--- src/rtl/core/sacvb_pkg.sv ---
// Package for the set-associative cache with victim buffer.
// Holds the controller states, register indexes, policy codes and the
// command and status structs shared by the controller and the datapath.
`timescale 1ns / 1ps
`default_nettype none

package sacvb_pkg;

  localparam int CFG_W     = 5;
  localparam int CFG_IDX_W = 3;
  localparam int COUNT_W   = 32;
  localparam int STAMP_W   = 64;
  localparam int OUT_WAY_W = 3;

  localparam logic [CFG_IDX_W-1:0] REG_CACHE_SIZE = 3'd0;
  localparam logic [CFG_IDX_W-1:0] REG_BLOCK_SIZE = 3'd1;
  localparam logic [CFG_IDX_W-1:0] REG_WAYS       = 3'd2;
  localparam logic [CFG_IDX_W-1:0] REG_POLICY     = 3'd3;
  localparam logic [CFG_IDX_W-1:0] REG_VB_ENABLE  = 3'd4;
  localparam logic [CFG_IDX_W-1:0] REG_VB_ENTRIES = 3'd5;

  localparam logic [1:0] POL_LRU  = 2'd0;
  localparam logic [1:0] POL_LFU  = 2'd1;
  localparam logic [1:0] POL_FIFO = 2'd2;

  typedef enum logic [1:0] {
    ST_IDLE,
    ST_LOOK,
    ST_SCAN,
    ST_COMMIT
  } state_t;

  typedef struct packed {
    logic accept;
    logic look;
    logic scan_step;
    logic commit;
  } cmd_t;

  typedef struct packed {
    logic scan_last;
    logic out_busy;
  } status_t;

endpackage

`default_nettype wire

--- src/rtl/core/sacvb_ctrl.sv ---
// Controller state machine of the cache block.
// Depends on sacvb_pkg for the state type and the command and status structs.
`timescale 1ns / 1ps
`default_nettype none

module sacvb_ctrl (
  input  wire logic             clk,
  input  wire logic             rst,
  input  wire logic             req_valid,
  output logic                  req_ready,
  input  sacvb_pkg::status_t    st,
  output sacvb_pkg::cmd_t       cmd
);

  sacvb_pkg::state_t state, state_next;

  always_ff @(posedge clk) begin
    if (rst) begin
      state <= sacvb_pkg::ST_IDLE;
    end else begin
      state <= state_next;
    end
  end

  always_comb begin
    state_next = state;
    cmd        = '0;
    req_ready  = 1'b0;
    case (state)
      sacvb_pkg::ST_IDLE: begin
        req_ready = 1'b1;
        if (req_valid) begin
          cmd.accept = 1'b1;
          state_next = sacvb_pkg::ST_LOOK;
        end
      end
      sacvb_pkg::ST_LOOK: begin
        cmd.look   = 1'b1;
        state_next = sacvb_pkg::ST_SCAN;
      end
      sacvb_pkg::ST_SCAN: begin
        cmd.scan_step = 1'b1;
        if (st.scan_last) begin
          state_next = sacvb_pkg::ST_COMMIT;
        end
      end
      sacvb_pkg::ST_COMMIT: begin
        if (!st.out_busy) begin
          cmd.commit = 1'b1;
          state_next = sacvb_pkg::ST_IDLE;
        end
      end
      default: state_next = sacvb_pkg::ST_IDLE;
    endcase
  end

endmodule

`default_nettype wire

--- config.mk ---
export PLATFORM = sky130hd
export DESIGN_NAME = sacvb_ctrl
export DESIGN_NICKNAME = d
export VERILOG_FILES = /design/src/rtl/core/sacvb_pkg.sv /design/src/rtl/core/sacvb_ctrl.sv
export SDC_FILE = /design/constraint.sdc
export NUM_CORES = 1
export LEC_CHECK = 0
export ABC_CLOCK_PERIOD_IN_PS = 1900
export BUFFER_PORTS_ARGS = -buffer_cell sky130_fd_sc_hd__buf_2
export CELL_PAD_IN_SITES_DETAIL_PLACEMENT = 0
export CELL_PAD_IN_SITES_GLOBAL_PLACEMENT = 1
export CORE_AREA = 8 8 45 47
export CTS_CLUSTER_SIZE = 16
export DETAILED_ROUTE_END_ITERATION = 16
export DIE_AREA = 0 0 53 55
export PLACE_DENSITY_LB_ADDON = 0.1
export SLEW_MARGIN = 25
export SYNTH_ARGS = -nofsm -noshare
export SYNTH_HDL_FRONTEND = slang
export SYNTH_SLANG_ARGS = --single-unit
--- constraint.sdc ---
create_clock -name clk -period 1.9 [get_ports clk]
set_clock_uncertainty 0.1 [all_clocks]
set_input_delay 0.095 -clock clk [delete_from_list [all_inputs] [get_ports clk]]
set_output_delay 0.095 -clock clk [all_outputs]
set_load 0.02 [all_outputs]
==> flow_metrics.py <==
metrics = {
    "outcome": {
        "status": "finished clean",
    },
    "synth": {
        "synth_seq_cells": 2,
        "syn_inst": 19,
        "yosys.area.top_type": "ha_1",
        "synth_seq_area_share_pct": 22.38,
        "synth_area_um2": 178.9,
        "ys.flop_type": "dfxtp_1",
        "async_flop_share_pct": 0,
        "synth_edf_count": 0,
        "yosysTopAreaCellShare_pct": 27.97,
        "yosysUniqueCellTypes": 11,
        "yosysWarningCount": 0,
        "syn_area_per_cell_um2": 9.417,
        "synth_most_common_cell": "ha_1",
        "syn_nets": 28,
        "synthTopCellsByCount": "4 x ha_1, 3 x inv_1, 3 x nor2b_1",
        "synth_area_leaders": "ha_1 28%, dfxtp_1 22%, nor2b_1 10%, o31ai_2 7.0%, inv_1 6.3%",
    },
    "routing": {
        "drt-initial-drc-count": 4,
        "drt_pass1_iterations": 4,
        "drcViolationCount": 0,
        "wl_per_cell_um": 10.28,
        "vias": 171,
        "routed_wl_um": 483,
        "ant_nets": 0,
        "vias_per_cell": 3.638,
    },
    "clocking": {
        "cts_made_buffers": 3,
        "h-tree-depth": 1,
        "cts_root_buffer": "clkbuf_4",
        "path_clk_slew_ns": 0.03,
        "cts.sinks": 2,
        "post_cts_buffers": 0,
        "ctsResizeCount": 0,
        "cts_hold_buffers": 0,
        "cts_tree": "built",
        "clockBufferDepth": 2,
        "clock_latency_ns": 0.22,
    },
    "critical_path": {
        "crit_start": "state[0]$_SDFFE_PP0P_",
        "cp.arrival_ns": 1.46,
        "cp_max_fo": 3,
        "reg2reg_from": "state[0]$_SDFFE_PP0P_",
        "crit_type": "reg2reg",
        "crit_path_start_kind": "flip-flop",
        "r2r-end": "state[1]$_SDFFE_PP0P_",
        "reg2reg_slack_ns": 0.42,
        "crit_required_ns": 1.89,
        "endpoint_kind": "flip-flop",
        "reg2reg_depth": 5,
    },
    "power_and_ir_drop": {
        "p_sw_mw": 0.1374,
        "ir_worst_vdd_v": 0.0001979,
        "power.density_mw_per_mm2": 1238,
        "switching_share_pct": 41.63,
        "pwr-share-seq_pct": 20.7,
        "pwr-share-comb_pct": 51.7,
        "p_total_mw": 0.3300,
        "pwr-share-clk_pct": 27.7,
        "p_leak_nw": 0.1381,
        "internal-power_mw": 0.1926,
    },
    "floorplanning": {
        "pin_count": 10,
        "start_util_pct": 12.93,
        "core-area_mm2": 0.001384,
        "chipWidth_um": 53,
        "fp-row-count": 14,
        "die_area_mm2": 0.002915,
        "die_h_um": 55,
    },
    "sta": {
        "period_needed_ns": 1.477,
        "period_share_pct": 77.71,
        "max_slew_margin_pct": 79.35,
        "setup_tns_ns": 0,
        "worst_pin_slew_ns": 0.3058,
        "max_freq_ghz": 0.6773,
        "hold_slack_ns": 0.06074,
        "rsz0062_at_grt": "false",
        "hold_viol_final": 0,
        "drv_slew": 0,
        "finalSetupViolations": 0,
    },
    "global_route": {
        "grt_overflow": 0,
        "grt_usage_pct": 3.762,
        "antenna_found_initial": 0,
        "grt_pass1_wl_um": 738,
        "first_global_vias": 174,
        "grt_max_degree": 5,
    },
    "min_path": {
        "min_to": "state[0]$_SDFFE_PP0P_",
        "min_path_cells": 3,
        "hp-start": "rst",
        "hold_path.class": "in2reg",
    },
    "finish": {
        "num_antenna_cells": 0,
        "largest_reg_flops": 2,
        "syn2layout_area_growth_pct": 48.95,
        "fillers": 157,
        "largest-register": "state",
        "nets": 42,
        "final_cells": 47,
        "drive_above_1_share_pct": 45.16,
        "reg.largest.list": "state (2)",
    },
    "place": {
        "numPortBuffers": 9,
        "dp_cells": 44,
        "gp_congestion": 0.6780,
        "dpl.hpwl_um": 396.5,
    },
    "flow_run": {
        "drv_cap": 0,
    },
}
-- cells by family after synthesis --
kind of cell | after synthesis | synth area share, %
DFF | 2 | 22.38
buffers and inverters | 3 | 6.293
adders and majority gates | 4 | 27.97
and+or+nand+nor | 6 | 20.98
AOI/OAI and AO/OA | 4 | 22.38
-- worst max-delay path by stage --
stage               cells past startpoint                     to
floorplan                               5  state[1]$_SDFFE_PP0P_
CTS                                     5  state[1]$_SDFFE_PP0P_
detailed placement                      5  state[1]$_SDFFE_PP0P_
global placement                        5  state[1]$_SDFFE_PP0P_
finish                                  5  state[1]$_SDFFE_PP0P_
global route                            5  state[1]$_SDFFE_PP0P_
-- worst max-delay path, stage by stage, from the launching register on --
cell      delay [ns]
dfxtp_1         0.35
inv_1           0.09
ha_1            0.23
nor2b_1         0.17
o311ai_1        0.27
o41ai_1         0.13
-- layout make-up --
type | count | area (µm²) | share of cell area, %
Inverter | 3 | 11.26 | 4.225
Sequential cell | 2 | 40.04 | 15.02
Multi-Input combinational cell | 14 | 127.6 | 47.89
Clock buffer | 3 | 22.52 | 8.451
Tap cell | 16 | 20.02 | 7.512
Timing Repair Buffer | 9 | 45.04 | 16.90
-- layer usage --
metal	share of wire [%]	global-route usage, %	vias to the layer above
li1	-	-	93
met1	51	3.776	73
met2	44	4.883	5
met3	5.4	2.674	0
met4	0	3.879	0
met5	0	0	-
-- stage by stage --
step	area [µm²]	worst slack (ns)	util (%)
3_3_place_gp	244.0	0.4265	17.63
6_report	266.5	0.4235	19.26
4_1_cts	266.5	0.4365	19.26
5_1_grt	266.5	0.3391	19.26
2_1_floorplan	178.9	0.4377	-
3_5_place_dp	244.0	0.4387	17.63
-- cell usage in the layout, fill, tap and decap left out --
master    instances
and2_1            1
and2_4            1
buf_2             9
clkbuf_4          3
dfxtp_1           2
ha_1              4
inv_1             3
nand2_1           1
nor2b_1           3
o311a_1           1
o311ai_1          1
o31ai_2           1
o41ai_1           1
-- power groups by stage --
stage | registers (mW) | logic, mW | clock network (mW)
floorplan | 0.0659 | 0.128 | 0
global placement | 0.0709 | 0.174 | 0
detailed placement | 0.0687 | 0.174 | 0
CTS | 0.0681 | 0.174 | 0.0987
global route | 0.0707 | 0.192 | 0.104
finish | 0.0682 | 0.171 | 0.0913
No activity file was read; power rests on OpenSTA's default activity.
